===== config.mk =====
export PLATFORM = sky130hd
export DESIGN_NAME = filtered_proportional_pwm_loop
export DESIGN_NICKNAME = d
export VERILOG_FILES = /design/src/design/fppl_pkg.sv /design/src/design/filtered_proportional_pwm_loop.sv /design/src/design/fppl_avg.sv /design/src/design/fppl_div.sv
export SDC_FILE = /design/constraint.sdc
export NUM_CORES = 1
export LEC_CHECK = 0
export BUFFER_PORTS_ARGS = -buffer_cell sky130_fd_sc_hd__buf_4
export CORE_MARGIN = 4
export CORE_UTILIZATION = 50
export DETAILED_ROUTE_END_ITERATION = 10
export HOLD_SLACK_MARGIN = 0.06
export PLACE_DENSITY = 0.66
export SLEW_MARGIN = 25
export SYNTH_ARGS = -nofsm -noshare
export SYNTH_HDL_FRONTEND = slang
export SYNTH_SLANG_ARGS = --single-unit
export TNS_END_PERCENT = 5

===== constraint.sdc =====
create_clock -name clk_i -period 11.2 [get_ports clk_i]
set_clock_uncertainty 0.2 [all_clocks]
set_input_delay 0.56 -clock clk_i [delete_from_list [all_inputs] [get_ports clk_i]]
set_output_delay 0.56 -clock clk_i [all_outputs]
set_load 0.1 [all_outputs]

===== src/design/fppl_pkg.sv =====
// ----------------------------------------------------------------------------
// fppl_pkg - shared types and constants of the filtered proportional pwm loop
// register indexes, sequencer states, fixed field widths
// ----------------------------------------------------------------------------
package fppl_pkg;

  localparam int unsigned REG_W      = 10;
  localparam int unsigned DUTY_W     = 7;
  localparam int unsigned CFG_IDX_W  = 3;
  localparam int unsigned GAIN_FRAC  = 8;
  localparam logic [DUTY_W-1:0] DUTY_SCALE = 7'd100;

  localparam logic [REG_W-1:0] SETPOINT_RST  = 10'd310;
  localparam logic [REG_W-1:0] GAIN_RST      = 10'd128;
  localparam logic [REG_W-1:0] THRESHOLD_RST = 10'd3;
  localparam logic [REG_W-1:0] MAX_STEP_RST  = 10'd50;
  localparam logic [REG_W-1:0] PWM_TOP_RST   = 10'd1023;

  typedef enum logic [CFG_IDX_W-1:0] {
    CFG_SETPOINT  = 3'd0,
    CFG_GAIN      = 3'd1,
    CFG_THRESHOLD = 3'd2,
    CFG_MAX_STEP  = 3'd3,
    CFG_PWM_TOP   = 3'd4
  } cfg_idx_e;

  typedef enum logic [3:0] {
    ST_IDLE,
    ST_READ,
    ST_SUM,
    ST_LVL_DIV,
    ST_LVL_WAIT,
    ST_MUL,
    ST_STEP,
    ST_DUTY_DIV,
    ST_DUTY_WAIT,
    ST_DONE
  } fppl_state_e;

  // ring access strobes from the sequencer
  typedef struct packed {
    logic rd;
    logic wr;
  } avg_ctrl_t;

endpackage


===== src/design/filtered_proportional_pwm_loop.sv =====
// ----------------------------------------------------------------------------
// filtered_proportional_pwm_loop - moving average proportional pwm controller
// averages adc samples, steps the pwm compare value toward the setpoint
// ----------------------------------------------------------------------------
// The divider width D is the larger of SAMPLE_BITS + log2(AVERAGE_DEPTH) and
// 17. A single shared bit-serial divider runs twice per item: once for the
// average (sum over sample count) and once for the duty percent. The input is
// ready only while the sequencer is idle; a finished result moves to the output
// register only once that register is free, and until then the sequencer waits
// in its done state and holds off the next sample. The sample ring needs no
// clearing pass after reset: entries are read as zero until the ring has filled.
module filtered_proportional_pwm_loop #(
  parameter int unsigned AVERAGE_DEPTH = 16,
  parameter int unsigned SAMPLE_BITS   = 10
) (
  input  logic                               clk_i,
  input  logic                               rst_ni,
  input  logic                               cfg_we_i,
  input  logic [fppl_pkg::CFG_IDX_W-1:0]     cfg_addr_i,
  input  logic [fppl_pkg::REG_W-1:0]         cfg_wdata_i,
  input  logic                               in_valid_i,
  output logic                               in_ready_o,
  input  logic [SAMPLE_BITS-1:0]             adc_sample_i,
  output logic                               out_valid_o,
  input  logic                               out_ready_i,
  output logic [fppl_pkg::REG_W-1:0]         filtered_level_o,
  output logic                               adjusted_o,
  output logic [fppl_pkg::REG_W-1:0]         pwm_compare_o,
  output logic [fppl_pkg::DUTY_W-1:0]        duty_pct_o
);
  import fppl_pkg::*;

  localparam int unsigned SUM_W  = SAMPLE_BITS + $clog2(AVERAGE_DEPTH);
  localparam int unsigned CNT_W  = $clog2(AVERAGE_DEPTH + 1);
  localparam int unsigned MUL_W  = REG_W + DUTY_W;
  localparam int unsigned DVD_W  = (SUM_W > MUL_W) ? SUM_W : MUL_W;
  localparam int unsigned DVS_W  = (CNT_W > REG_W) ? CNT_W : REG_W;
  localparam int unsigned CMP_W  = (SAMPLE_BITS > REG_W) ? SAMPLE_BITS : REG_W;
  localparam int unsigned PROD_W = CMP_W + REG_W;
  localparam int unsigned STEP_W = PROD_W - GAIN_FRAC;

  // configuration
  logic [REG_W-1:0] setpoint_q, gain_q, thr_q, max_step_q, top_q;

  // sequencer and datapath
  fppl_state_e       state_q, state_d;
  avg_ctrl_t         avg_ctrl;
  logic              div_start;
  logic [DVD_W-1:0]  div_dividend;
  logic [DVS_W-1:0]  div_divisor;
  logic              div_done;
  logic [DVD_W-1:0]  div_quo;
  logic [SUM_W-1:0]  avg_sum;
  logic [CNT_W-1:0]  avg_fill;

  logic [SAMPLE_BITS-1:0] sample_q;
  logic [SAMPLE_BITS-1:0] level_q;
  logic [REG_W-1:0]       acc_q;
  logic [REG_W-1:0]       cmp_q;
  logic                   adjust_q;
  logic                   neg_q;
  logic [PROD_W-1:0]      prod_q;
  logic [DUTY_W-1:0]      duty_q;

  logic                   out_valid_q;
  logic [REG_W-1:0]       filtered_level_q;
  logic                   adjusted_q;
  logic [REG_W-1:0]       pwm_compare_q;
  logic [DUTY_W-1:0]      duty_pct_q;

  logic                   accept;
  logic                   out_free;
  logic [CMP_W-1:0]       level_x, acc_x, set_x;
  logic [CMP_W-1:0]       gap, err;
  logic [PROD_W-1:0]      prod_d;
  logic [STEP_W-1:0]      step_raw;
  logic [REG_W-1:0]       step_lim;
  logic [REG_W:0]         cmp_up, cmp_tmp;
  logic [REG_W-1:0]       cmp_dn, cmp_next;
  logic [MUL_W-1:0]       duty_prod;
  logic [DUTY_W-1:0]      duty_d;

  assign accept   = in_valid_i && in_ready_o;
  assign out_free = !out_valid_q || out_ready_i;

  // register writes
  always_ff @(posedge clk_i or negedge rst_ni) begin
    if (!rst_ni) begin
      setpoint_q <= SETPOINT_RST;
      gain_q     <= GAIN_RST;
      thr_q      <= THRESHOLD_RST;
      max_step_q <= MAX_STEP_RST;
      top_q      <= PWM_TOP_RST;
    end else if (cfg_we_i) begin
      unique case (cfg_addr_i)
        CFG_SETPOINT:  setpoint_q <= cfg_wdata_i;
        CFG_GAIN:      gain_q     <= cfg_wdata_i;
        CFG_THRESHOLD: thr_q      <= cfg_wdata_i;
        CFG_MAX_STEP:  max_step_q <= cfg_wdata_i;
        CFG_PWM_TOP:   top_q      <= cfg_wdata_i;
        default: ;
      endcase
    end
  end

  fppl_avg #(
    .AVERAGE_DEPTH(AVERAGE_DEPTH),
    .SAMPLE_BITS  (SAMPLE_BITS)
  ) u_avg (
    .clk_i   (clk_i),
    .rst_ni  (rst_ni),
    .ctrl_i  (avg_ctrl),
    .sample_i(sample_q),
    .sum_o   (avg_sum),
    .fill_o  (avg_fill)
  );

  fppl_div #(
    .DVD_W(DVD_W),
    .DVS_W(DVS_W)
  ) u_div (
    .clk_i     (clk_i),
    .rst_ni    (rst_ni),
    .start_i   (div_start),
    .dividend_i(div_dividend),
    .divisor_i (div_divisor),
    .done_o    (div_done),
    .quotient_o(div_quo)
  );

  // next state
  always_comb begin
    state_d = state_q;
    unique case (state_q)
      ST_IDLE:      if (accept) state_d = ST_READ;
      ST_READ:      state_d = ST_SUM;
      ST_SUM:       state_d = ST_LVL_DIV;
      ST_LVL_DIV:   state_d = ST_LVL_WAIT;
      ST_LVL_WAIT:  if (div_done) state_d = ST_MUL;
      ST_MUL:       state_d = ST_STEP;
      ST_STEP:      state_d = ST_DUTY_DIV;
      ST_DUTY_DIV:  state_d = ST_DUTY_WAIT;
      ST_DUTY_WAIT: if (div_done) state_d = ST_DONE;
      ST_DONE:      if (out_free) state_d = ST_IDLE;
      default:      state_d = ST_IDLE;
    endcase
  end

  // sequencer outputs
  always_comb begin
    in_ready_o   = 1'b0;
    avg_ctrl     = '0;
    div_start    = 1'b0;
    div_dividend = DVD_W'(avg_sum);
    div_divisor  = DVS_W'(avg_fill);
    unique case (state_q)
      ST_IDLE:     in_ready_o = 1'b1;
      ST_READ:     avg_ctrl.rd = 1'b1;
      ST_SUM:      avg_ctrl.wr = 1'b1;
      ST_LVL_DIV:  div_start = 1'b1;
      ST_DUTY_DIV: begin
        div_start    = 1'b1;
        div_dividend = DVD_W'(duty_prod);
        div_divisor  = DVS_W'(top_q);
      end
      default: ;
    endcase
  end

  // error and gain product
  assign level_x = CMP_W'(level_q);
  assign acc_x   = CMP_W'(acc_q);
  assign set_x   = CMP_W'(setpoint_q);
  assign gap     = (level_x > acc_x) ? level_x - acc_x : acc_x - level_x;
  assign err     = (level_x > set_x) ? level_x - set_x : set_x - level_x;
  assign prod_d  = PROD_W'(err) * PROD_W'(gain_q);

  // clamped step and saturated compare update
  assign step_raw = prod_q[PROD_W-1:GAIN_FRAC];
  assign step_lim = (step_raw > STEP_W'(max_step_q)) ? max_step_q : step_raw[REG_W-1:0];
  assign cmp_up   = {1'b0, cmp_q} + {1'b0, step_lim};
  assign cmp_dn   = (cmp_q > step_lim) ? cmp_q - step_lim : '0;
  assign cmp_tmp  = neg_q ? {1'b0, cmp_dn} : cmp_up;
  assign cmp_next = (cmp_tmp > {1'b0, top_q}) ? top_q : cmp_tmp[REG_W-1:0];

  assign duty_prod = MUL_W'(cmp_q) * MUL_W'(DUTY_SCALE);
  always_comb begin
    if (top_q == '0) begin
      duty_d = '0;
    end else if (div_quo > DVD_W'(DUTY_SCALE)) begin
      duty_d = DUTY_SCALE;
    end else begin
      duty_d = div_quo[DUTY_W-1:0];
    end
  end

  always_ff @(posedge clk_i) begin
    if (accept) begin
      sample_q <= adc_sample_i;
    end
    if (state_q == ST_LVL_WAIT && div_done) begin
      level_q <= div_quo[SAMPLE_BITS-1:0];
    end
    if (state_q == ST_MUL) begin
      adjust_q <= (gap > CMP_W'(thr_q));
      neg_q    <= (level_x > set_x);
      prod_q   <= prod_d;
    end
    if (state_q == ST_DUTY_WAIT && div_done) begin
      duty_q <= duty_d;
    end
    if (state_q == ST_DONE && out_free) begin
      filtered_level_q <= level_x[REG_W-1:0];
      adjusted_q       <= adjust_q;
      pwm_compare_q    <= cmp_q;
      duty_pct_q       <= duty_q;
    end
  end

  always_ff @(posedge clk_i or negedge rst_ni) begin
    if (!rst_ni) begin
      state_q     <= ST_IDLE;
      acc_q       <= '0;
      cmp_q       <= '0;
      out_valid_q <= 1'b0;
    end else begin
      state_q <= state_d;
      if (state_q == ST_STEP && adjust_q) begin
        cmp_q <= cmp_next;
        acc_q <= level_x[REG_W-1:0];
      end
      if (state_q == ST_DONE && out_free) begin
        out_valid_q <= 1'b1;
      end else if (out_ready_i) begin
        out_valid_q <= 1'b0;
      end
    end
  end

  assign out_valid_o      = out_valid_q;
  assign filtered_level_o = filtered_level_q;
  assign adjusted_o       = adjusted_q;
  assign pwm_compare_o    = pwm_compare_q;
  assign duty_pct_o       = duty_pct_q;

  a_div_done_waited: assert property (@(posedge clk_i) disable iff (!rst_ni)
    div_done |-> (state_q == ST_LVL_WAIT || state_q == ST_DUTY_WAIT))
    else $error("divider finished outside a wait state");

  a_step_within_top: assert property (@(posedge clk_i) disable iff (!rst_ni)
    (state_q == ST_STEP && adjust_q) |=> (cmp_q <= top_q))
    else $error("compare value above pwm top after a step");

  a_result_not_lost: assert property (@(posedge clk_i) disable iff (!rst_ni)
    (state_q == ST_DONE && !out_free) |=> (state_q == ST_DONE && out_valid_q))
    else $error("item result left the done state while output busy");

endmodule


===== src/design/fppl_avg.sv =====
// ----------------------------------------------------------------------------
// fppl_avg - moving average ring
// sample ring memory with running sum, write slot and fill count
// ----------------------------------------------------------------------------
module fppl_avg #(
  parameter int unsigned AVERAGE_DEPTH = 16,
  parameter int unsigned SAMPLE_BITS   = 10,
  localparam int unsigned SUM_W  = SAMPLE_BITS + $clog2(AVERAGE_DEPTH),
  localparam int unsigned CNT_W  = $clog2(AVERAGE_DEPTH + 1)
) (
  input  logic                 clk_i,
  input  logic                 rst_ni,
  input  fppl_pkg::avg_ctrl_t  ctrl_i,
  input  logic [SAMPLE_BITS-1:0] sample_i,
  output logic [SUM_W-1:0]     sum_o,
  output logic [CNT_W-1:0]     fill_o
);
  import fppl_pkg::*;

  localparam int unsigned SLOT_W = $clog2(AVERAGE_DEPTH);

  logic [SAMPLE_BITS-1:0] mem [AVERAGE_DEPTH];
  logic [SAMPLE_BITS-1:0] rd_q;
  logic [SUM_W-1:0]       sum_q, sum_d;
  logic [SLOT_W-1:0]      slot_q, slot_d;
  logic [CNT_W-1:0]       fill_q, fill_d;
  logic                   full;
  logic [SAMPLE_BITS-1:0] old_sample;

  // slots are written in order, so an entry is only stale once the ring is full
  assign full       = (fill_q == CNT_W'(AVERAGE_DEPTH));
  assign old_sample = full ? rd_q : '0;

  always_ff @(posedge clk_i) begin
    if (ctrl_i.rd) begin
      rd_q <= mem[slot_q];
    end
    if (ctrl_i.wr) begin
      mem[slot_q] <= sample_i;
    end
  end

  always_comb begin
    sum_d  = sum_q;
    slot_d = slot_q;
    fill_d = fill_q;
    if (ctrl_i.wr) begin
      sum_d  = sum_q - SUM_W'(old_sample) + SUM_W'(sample_i);
      slot_d = (slot_q == SLOT_W'(AVERAGE_DEPTH - 1)) ? '0 : slot_q + 1'b1;
      fill_d = full ? fill_q : fill_q + 1'b1;
    end
  end

  always_ff @(posedge clk_i or negedge rst_ni) begin
    if (!rst_ni) begin
      sum_q  <= '0;
      slot_q <= '0;
      fill_q <= '0;
    end else begin
      sum_q  <= sum_d;
      slot_q <= slot_d;
      fill_q <= fill_d;
    end
  end

  assign sum_o  = sum_q;
  assign fill_o = fill_q;

  a_fill_bound: assert property (@(posedge clk_i) disable iff (!rst_ni)
    fill_q <= CNT_W'(AVERAGE_DEPTH))
    else $error("fill count beyond ring depth");

  a_slot_tracks_fill: assert property (@(posedge clk_i) disable iff (!rst_ni)
    (fill_q != CNT_W'(AVERAGE_DEPTH)) |-> (CNT_W'(slot_q) == fill_q))
    else $error("write slot out of step with fill count");

  a_write_after_read: assert property (@(posedge clk_i) disable iff (!rst_ni)
    ctrl_i.wr |-> $past(ctrl_i.rd))
    else $error("ring written without fetching the old sample");

endmodule


===== src/design/fppl_div.sv =====
// ----------------------------------------------------------------------------
// fppl_div - shared restoring divider
// one quotient bit per cycle, done pulses high for a single cycle as the last bit is registered
// ----------------------------------------------------------------------------
module fppl_div #(
  parameter int unsigned DVD_W = 17,
  parameter int unsigned DVS_W = 10
) (
  input  logic             clk_i,
  input  logic             rst_ni,
  input  logic             start_i,
  input  logic [DVD_W-1:0] dividend_i,
  input  logic [DVS_W-1:0] divisor_i,
  output logic             done_o,
  output logic [DVD_W-1:0] quotient_o
);
  import fppl_pkg::*;

  localparam int unsigned ITER_W = $clog2(DVD_W + 1);

  logic [DVD_W-1:0]  quo_q;
  logic [DVS_W-1:0]  rem_q;
  logic [DVS_W-1:0]  dvs_q;
  logic [ITER_W-1:0] cnt_q;
  logic              busy_q;
  logic              done_q;
  logic [DVS_W:0]    shifted;
  logic [DVS_W:0]    diff;
  logic              fits;

  assign shifted = {rem_q, quo_q[DVD_W-1]};
  assign diff    = shifted - {1'b0, dvs_q};
  assign fits    = (shifted >= {1'b0, dvs_q});

  always_ff @(posedge clk_i) begin
    if (start_i) begin
      quo_q <= dividend_i;
      rem_q <= '0;
      dvs_q <= divisor_i;
    end else if (busy_q) begin
      quo_q <= {quo_q[DVD_W-2:0], fits};
      rem_q <= fits ? diff[DVS_W-1:0] : shifted[DVS_W-1:0];
    end
  end

  always_ff @(posedge clk_i or negedge rst_ni) begin
    if (!rst_ni) begin
      busy_q <= 1'b0;
      done_q <= 1'b0;
      cnt_q  <= '0;
    end else begin
      done_q <= 1'b0;
      if (start_i) begin
        busy_q <= 1'b1;
        cnt_q  <= ITER_W'(DVD_W);
      end else if (busy_q) begin
        cnt_q <= cnt_q - 1'b1;
        if (cnt_q == ITER_W'(1)) begin
          busy_q <= 1'b0;
          done_q <= 1'b1;
        end
      end
    end
  end

  assign done_o     = done_q;
  assign quotient_o = quo_q;

endmodule

==> After elaboration in Yosys (flattened, before gate mapping) <==
Memories as Yosys holds them, arrays and structs flattened. A register that Yosys moved wholly into a read port is not among the register bits.
Cells that the tools add are included.
{ "op_classes": {"bitwise_logic": 1, "n_reduce_logical": 21, "order_cmp": 8, "n_addsub": 12, "n_eq_ne": 20, "mul": 2, "n_mux": 35} }
{ "op_table": {"columns": ["operator", "n"], "rows": [
  ["$mux W10", 7],
  ["$sub A10 B10 Y10", 6],
  ["$mux W17", 3],
  ["$gt A10 B10 Y1", 4],
  ["$pmux W4 S10", 1],
  ["$mul A10 B10 Y20", 1],
  ["$mux W4", 5],
  ["$gt A17 B7 Y1 const B", 1],
  ["$eq A4 B3 Y1 const B", 4],
  ["$mul A10 B5 Y15 const B", 1],
  ["$mux W5", 3],
  ["$add A14 B10 Y14", 1],
  ["$mux W1", 14],
  ["$sub A14 B10 Y14", 1],
  ["$eq A4 B4 Y1 const B", 3],
  ["$gt A12 B10 Y1", 1],
  ["$reduce_and A2 Y1", 6],
  ["$add A10 B10 Y11", 1],
  ["$ge A11 B10 Y1", 1],
  ["$gt A11 B10 Y1", 1],
  ["$mux W11", 1],
  ["$logic_not A10 Y1", 1],
  ["$eq A4 B2 Y1 const B", 2],
  ["$mux W7", 1],
  ["other kinds (20)", 29]
]} }
{ "word_totals": {"mem_count": 1, "out_inout_bits": 30, "ram_bits": 160, "ff_bits": 219, "elab_cells": 130} }
{ "mem_list": {"columns": ["name", "depth", "word_bits", "rd", "rd_clocked_by_memory_dff", "write_ports", "line_no", "rtl"], "rows": [
  ["u_avg.mem", 16, 10, 1, 1, 1, "fppl_avg.sv:22", "logic [SAMPLE_BITS-1:0] mem [AVERAGE_DEPTH];"]
]} }

==> Longest topological paths before layout <==
{ "depth": {"word_depth": 7, "depth_mapped": 34, "depth_no_buf": 33} }

==> Modules after synthesis <==
From an unflattened synthesis, not the netlist that was laid out.
{ "hier_totals": {"cells_unflattened": 1991, "hier_area_um2": 23646.4} }
{ "modules_own_cells": {"columns": ["module", "cells_per_inst", "instances", "area_each_um2", "seq_area_each_um2"], "rows": [
  ["filtered_proportional_pwm_loop", 1312, 1, 12824.8, 3975.1],
  ["fppl_avg", 488, 1, 8533.2, 5680.4],
  ["fppl_div", 191, 1, 2288.4, 1186.1]
]} }

==> Worst setup path after synthesis <==
OpenSTA, ideal clock, no wires.
{ "synth_timing": {"path_type": "register to register", "startpoint": "register level_q[3]", "endpoint": "register prod_q[18] (data pin)", "required_ns": 10.742, "stages_incl_launch_ff": 31, "t_arrival_ns": 6.994, "path_buffers": 1, "period_less_slack_ns": 7.451, "slack_ns": 3.749, "cell_sequence": "edfxtp_1 > inv_1 > ha_1 > nand3_2 > o221a_4 > a211oi_4 > buf_6 > mux2i_1 > o21ai_1 > a311oi_1 > a21oi_1 > xor2_2 > nand2_1 > fa_1 > inv_1 > fa_1 > fa_1 > fa_1 > inv_1 > fa_1 > inv_1 > ha_1 > a21oi_1 > nor2_1 > nor3_1 > nand3_1 > o211ai_1 > o21ai_1 > or2_2 > a21oi_1 > xnor2_1"} }
{ "synth_via": {"elab_chain_len": 3, "word_cells_on_any_way": 5, "cone_classes": "add/sub (2); mul (1); order compare (1); mux (1)"} }
{ "synth_lines": {"columns": ["element", "line_no", "rtl"], "rows": [
  ["start: declaration", "filtered_proportional_pwm_loop.sv:57", "logic [SAMPLE_BITS-1:0] level_q;"],
  ["start signal: assignment", "filtered_proportional_pwm_loop.sv:202", "level_q <= div_quo[SAMPLE_BITS-1:0];"],
  ["$sub A10 B10 Y10 / $gt A10 B10 Y1 (equally long branches)", "filtered_proportional_pwm_loop.sv:175", "assign err = (level_x > set_x) ? level_x - set_x : set_x - level_x;"],
  ["$mux W10 (*)", "filtered_proportional_pwm_loop.sv:175", null],
  ["$mul A10 B10 Y20 (*)", "filtered_proportional_pwm_loop.sv:176", "assign prod_d = PROD_W'(err) * PROD_W'(gain_q);"],
  ["via prod_d[18]", "filtered_proportional_pwm_loop.sv:75", "logic [PROD_W-1:0] prod_d;"],
  ["end signal: assignment", "filtered_proportional_pwm_loop.sv:207", "prod_q <= prod_d;"],
  ["end: declaration", "filtered_proportional_pwm_loop.sv:62", "logic [PROD_W-1:0] prod_q;"]
]} }
Mark *: on every way through the listed nets, which the timed path passes. The rest lies on a longest branch.
A chain may end at the register's enable or synchronous reset.

==> Worst setup path in the final report <==
Same ends and word-level chain as after synthesis.

==> metrics.md <==
| Metric | Value |
|---|---|
| Synthesized area per cell | 11.83 um^2 |
| Pins Over Slew Limit | 0 |
| Critical Path RT | about 11 ns |
| Routed WL per cell | 19.95 um |
| Worst-skew pair later-pin latency | 0.58 ns |
| Worst path max stage delay | 0.67 ns |
| Fin nets | 2345 |
| Grt ovf | 0 |
| Slew headroom | 0.3654 |
| Highest Clock Rate | about 120 MHz |
| Post-route minimum period | 8.630 ns |
| Core ar. | 45770 um^2 |
| DIE AREA | 50120 um^2 |
| Slowest-stage cell, CP | a211oi_4 |
| Ys flop type | edfxtp_1 |
| Clk buf depth | 3 |
| Cell variety after synth | 73 |
| Layout cells sized above 1 | 0.1331 |
| Die height | approximately 220 um |
| Max cap viols | 0 |
| Post-Layout Inst Area | 25880 um^2 |
| Peak supply drop | 0.4079 mV |
| Io pins | 58 |
| Initial Util | 0.5091 |
| TNS Setup | 0 ns |
| Area delta synth->final | 11.06% |
| EDFF count, synth | roughly 270 |
| Post-CTS setup buffers | 0 |
| Clock Pin Slew Worst Setup and Hold Paths | 0.06 ns |
| Vias per Instance | 5.617 |
| DP Wirelength | 38950 um |
| Reg-to-reg endpoint | prod_q[18]$_DFFE_PP_ |
| Switching pwr | 3.710 mW |
| CP dominant cell by count | fa_1 |
| Final WS setup | 2.570 ns |
| Mapped cell area | 23300 um^2 |
| Overall power | 8.771 mW |
| Vias in the first global route | between 15k and 20k |
| P_leak | approximately 11 nW |
| Gate power share | 0.595 |
| Setup crit end | prod_q[18]$_DFFE_PP_ |
| Post-Synthesis Cells | 1970 |
| Initial antenna violation count | 1 |
| Total routed wirelength | ~53000 um |
| Worst Setup SP | level_q[3]$_DFFE_PP_ |
| Total Routing Usage GR | 0.2153 |
| Port buffer count | 57 |
| Placed Cells | approximately 2.6k |
| Syn Nets | 2290 |
| DP Worst Slack | 2.684 ns |
| Via Count | 14.94k |
| Hold Path Class | input pin to flip-flop |
| Diodes inserted | 0 |
| Critical Path AT | 8.74 ns |
| Sw frac | 0.4230 |
| Final Setup Violations | 0 |
| Global-route wire length before repair | roughly 85000 um |
| Layout Cells excl Fill | 2659 |
| Type of origin of the critical path | flip-flop |
| R2r setup slk | around 2.6 ns |
| Clock Sinks | 381 |
| Int Pwr | 5.060 mW |
| Worst reg2reg startpoint | level_q[3]$_DFFE_PP_ |
| CTS root buffer | clkbuf_16 |
| CP Capture Type | flip-flop |
| CP Class | flip-flop to flip-flop |
| Tcrit/Tclk final | 0.7706 |
| First drt pass iteration count | 5 |
| Final Hold Viols | 0 |
| Pwr dens | 338.9 nW/um^2 |
| Ys async rst share | 0.2756 |
| Die width | 223.9 um |
| Worst-Margin Slew | 0.9519 ns |
| CTS tree | built |
| Sequential Power Share | 0.243 |
| Worst-path maximum fanout | 13 |
| Initial DRC count | between 1k and 1.5k |
| Cell Area, Placed | 24320 um^2 |
| Row cnt | 78 |
| Commonest non-fill, non-tap cell in the layout | edfxtp_1 |
| Post-synthesis sequential area ratio | 0.4653 |
| Outcome | finished clean |
| Residual DRC count | 0 |
| Worst R2R Path Depth | 29 |
| Final core utilization | 0.5654 |
| YS warnings | 0 |
| Routability cong. | 0.8995 |
| TritonCTS buffer count | 43 |
| Synth Register Bits | about 380 |
| RSZ-0062 raised after global routing | no |
| Most frequent cells in the layout | edfxtp_1 (266), inv_1 (232), ha_1 (209), nand2_1 (159), o21ai_0 (118) |
| WHS | 0.1011 ns |
| Largest net degree at the start of global routing | 71 |
| Antenna-violating nets left | 0 |
| Power share of the clock group | 0.162 |
| H-Tree Depth | 2 |
## state kept, by name (all words and copies together), names as in the netlist, 7 cells and up
| signal | count |
|---|---|
| top_q | 10 |
| prod_q | 12 |
| level_q | 10 |
| u_avg.sum_o | 14 |
| thr_q | 10 |
| max_step_q | 10 |
| duty_pct_o | 7 |
| sample_q | 10 |
| gain_q | 10 |
| acc_q | 10 |
| u_avg.rd_q | 10 |
| pwm_compare_o | 10 |
| cmp_q | 10 |
| u_div.dvs_q | 10 |
| u_avg.mem | 160 |
| filtered_level_o | 10 |
| u_div.quotient_o | 17 |
| set_x | 10 |
| u_div.rem_q | 10 |
| duty_q | 7 |
## worst min path at each step
stage                     cells past startpoint                    start                      end  slack [ns]
after floorplan                               0                   rst_ni     acc_q[0]$_DFFE_PN0P_        0.06
after global placement                        0  duty_q[6]$_SDFFCE_PP0P_  duty_pct_o[6]$_DFFE_PP_        0.21
after detailed placement                      0  duty_q[5]$_SDFFCE_PP0P_  duty_pct_o[5]$_DFFE_PP_        0.21
after CTS                                     3           cfg_wdata_i[3]     top_q[3]$_DFFE_PN1P_        0.07
after global routing                          3           cfg_wdata_i[3]     top_q[3]$_DFFE_PN1P_        0.08
final                                         3           cfg_wdata_i[3]     top_q[3]$_DFFE_PN1P_        0.10
## cell usage after synthesis (3+ instances only)
master      n  area, um^2
buf_1       9       33.78
nand2_1   159       596.8
a22o_1      3       26.28
a211oi_1   15       112.6
fa_1       83        1662
a311oi_1    5       43.79
nor4_1      8       50.05
o22ai_1     5       31.28
mux2i_1    45       450.4
and2_1     76       475.5
a21o_1     17       127.6
or3_1       6       37.54
o211ai_1    7       52.55
o31ai_1     7       52.55
clkbuf_1   54       202.7
a21oi_1    61       305.3
mux4_2     50        1126
dfstp_2    21       551.8
nand3_1    26       130.1
buf_2       6       30.03
xnor2_1    47       411.6
mux2_2     39       439.2
nor2_1     68       255.2
o32ai_1     3       26.28
o21bai_1   12       90.09
inv_1     232       870.8
xor2_1     22       192.7
o21a_1     17       127.6
nand4_1    15       93.84
a211o_1     4       35.03
nor3_1     34       170.2
nand2b_1   18       112.6
o21ai_0   118       590.6
a31oi_1    12       75.07
edfxtp_1  266        7988
nor2b_1    34       212.7
or2_2       5       31.28
ha_1      209        2615
dfrtp_1    84        2102
and3_1     11       68.82
dfxtp_1    10       200.2
a221o_1     5       50.05
## power groups by stage
stage,sequential [mW],clock (mW),combinational (mW)
4_1_cts,2.13,1.45,5.27
3_3_place_gp,2.15,0,5.11
2_1_floorplan,2.04,0,4.14
5_1_grt,2.15,1.52,6.03
6_report,2.13,1.42,5.22
3_5_place_dp,2.16,0,5.18
## worst max-delay path: cells and delay by family (launching register included)
| kind | cells | cell delay (ns) |
|---|---|---|
| adder cells (fa/ha/maj) | 7 | 3.35 |
| multiplexers | 1 | 0.35 |
| AND/OR/NAND/NOR | 6 | 0.94 |
| flip-flops | 1 | 0.42 |
| XOR/XNOR | 2 | 0.48 |
| AO/OA/AOI/OAI | 9 | 2.38 |
| buffers and inverters | 4 | 0.25 |
## cells by family after synthesis
kind of cell | share of synthesized area
AND/OR/NAND/NOR | 0.09933
XOR/XNOR | 0.02733
flip-flops | 0.4653
buffers and inverters | 0.04929
AO/OA/AOI/OAI | 0.08876
multiplexers | 0.08650
adder cells (fa/ha/maj) | 0.1835
## layer usage
metal	track usage	vias up	wire, um	share of wire
met1	0.3019	7417	23390	0.44
met3	0.03171	73	2666	0.050
met4	0.05707	0	1305	0.025
met5	0	-	0	0
met2	0.3556	382	25680	0.48
li1	-	7063	-	-
## area by class of cell
type                    instances  area [um^2]
flip-flops and latches        381        10840
multi-input cells            1287        11350
well taps                     600        750.7
inverters                     232        870.8
clock inverters                25        241.5
repair buffers                 80        631.9
fillers                      3774        19890
clock buffers                  54         1190
## timing repair
action                                  in CTS  in global routing
hold buffers                                11                  0
resized for setup                            0                  0
endpoints found under the setup margin       0                  0
endpoints found under the hold margin       45                  0
Note: power is estimated with default switching activity, not from simulation.
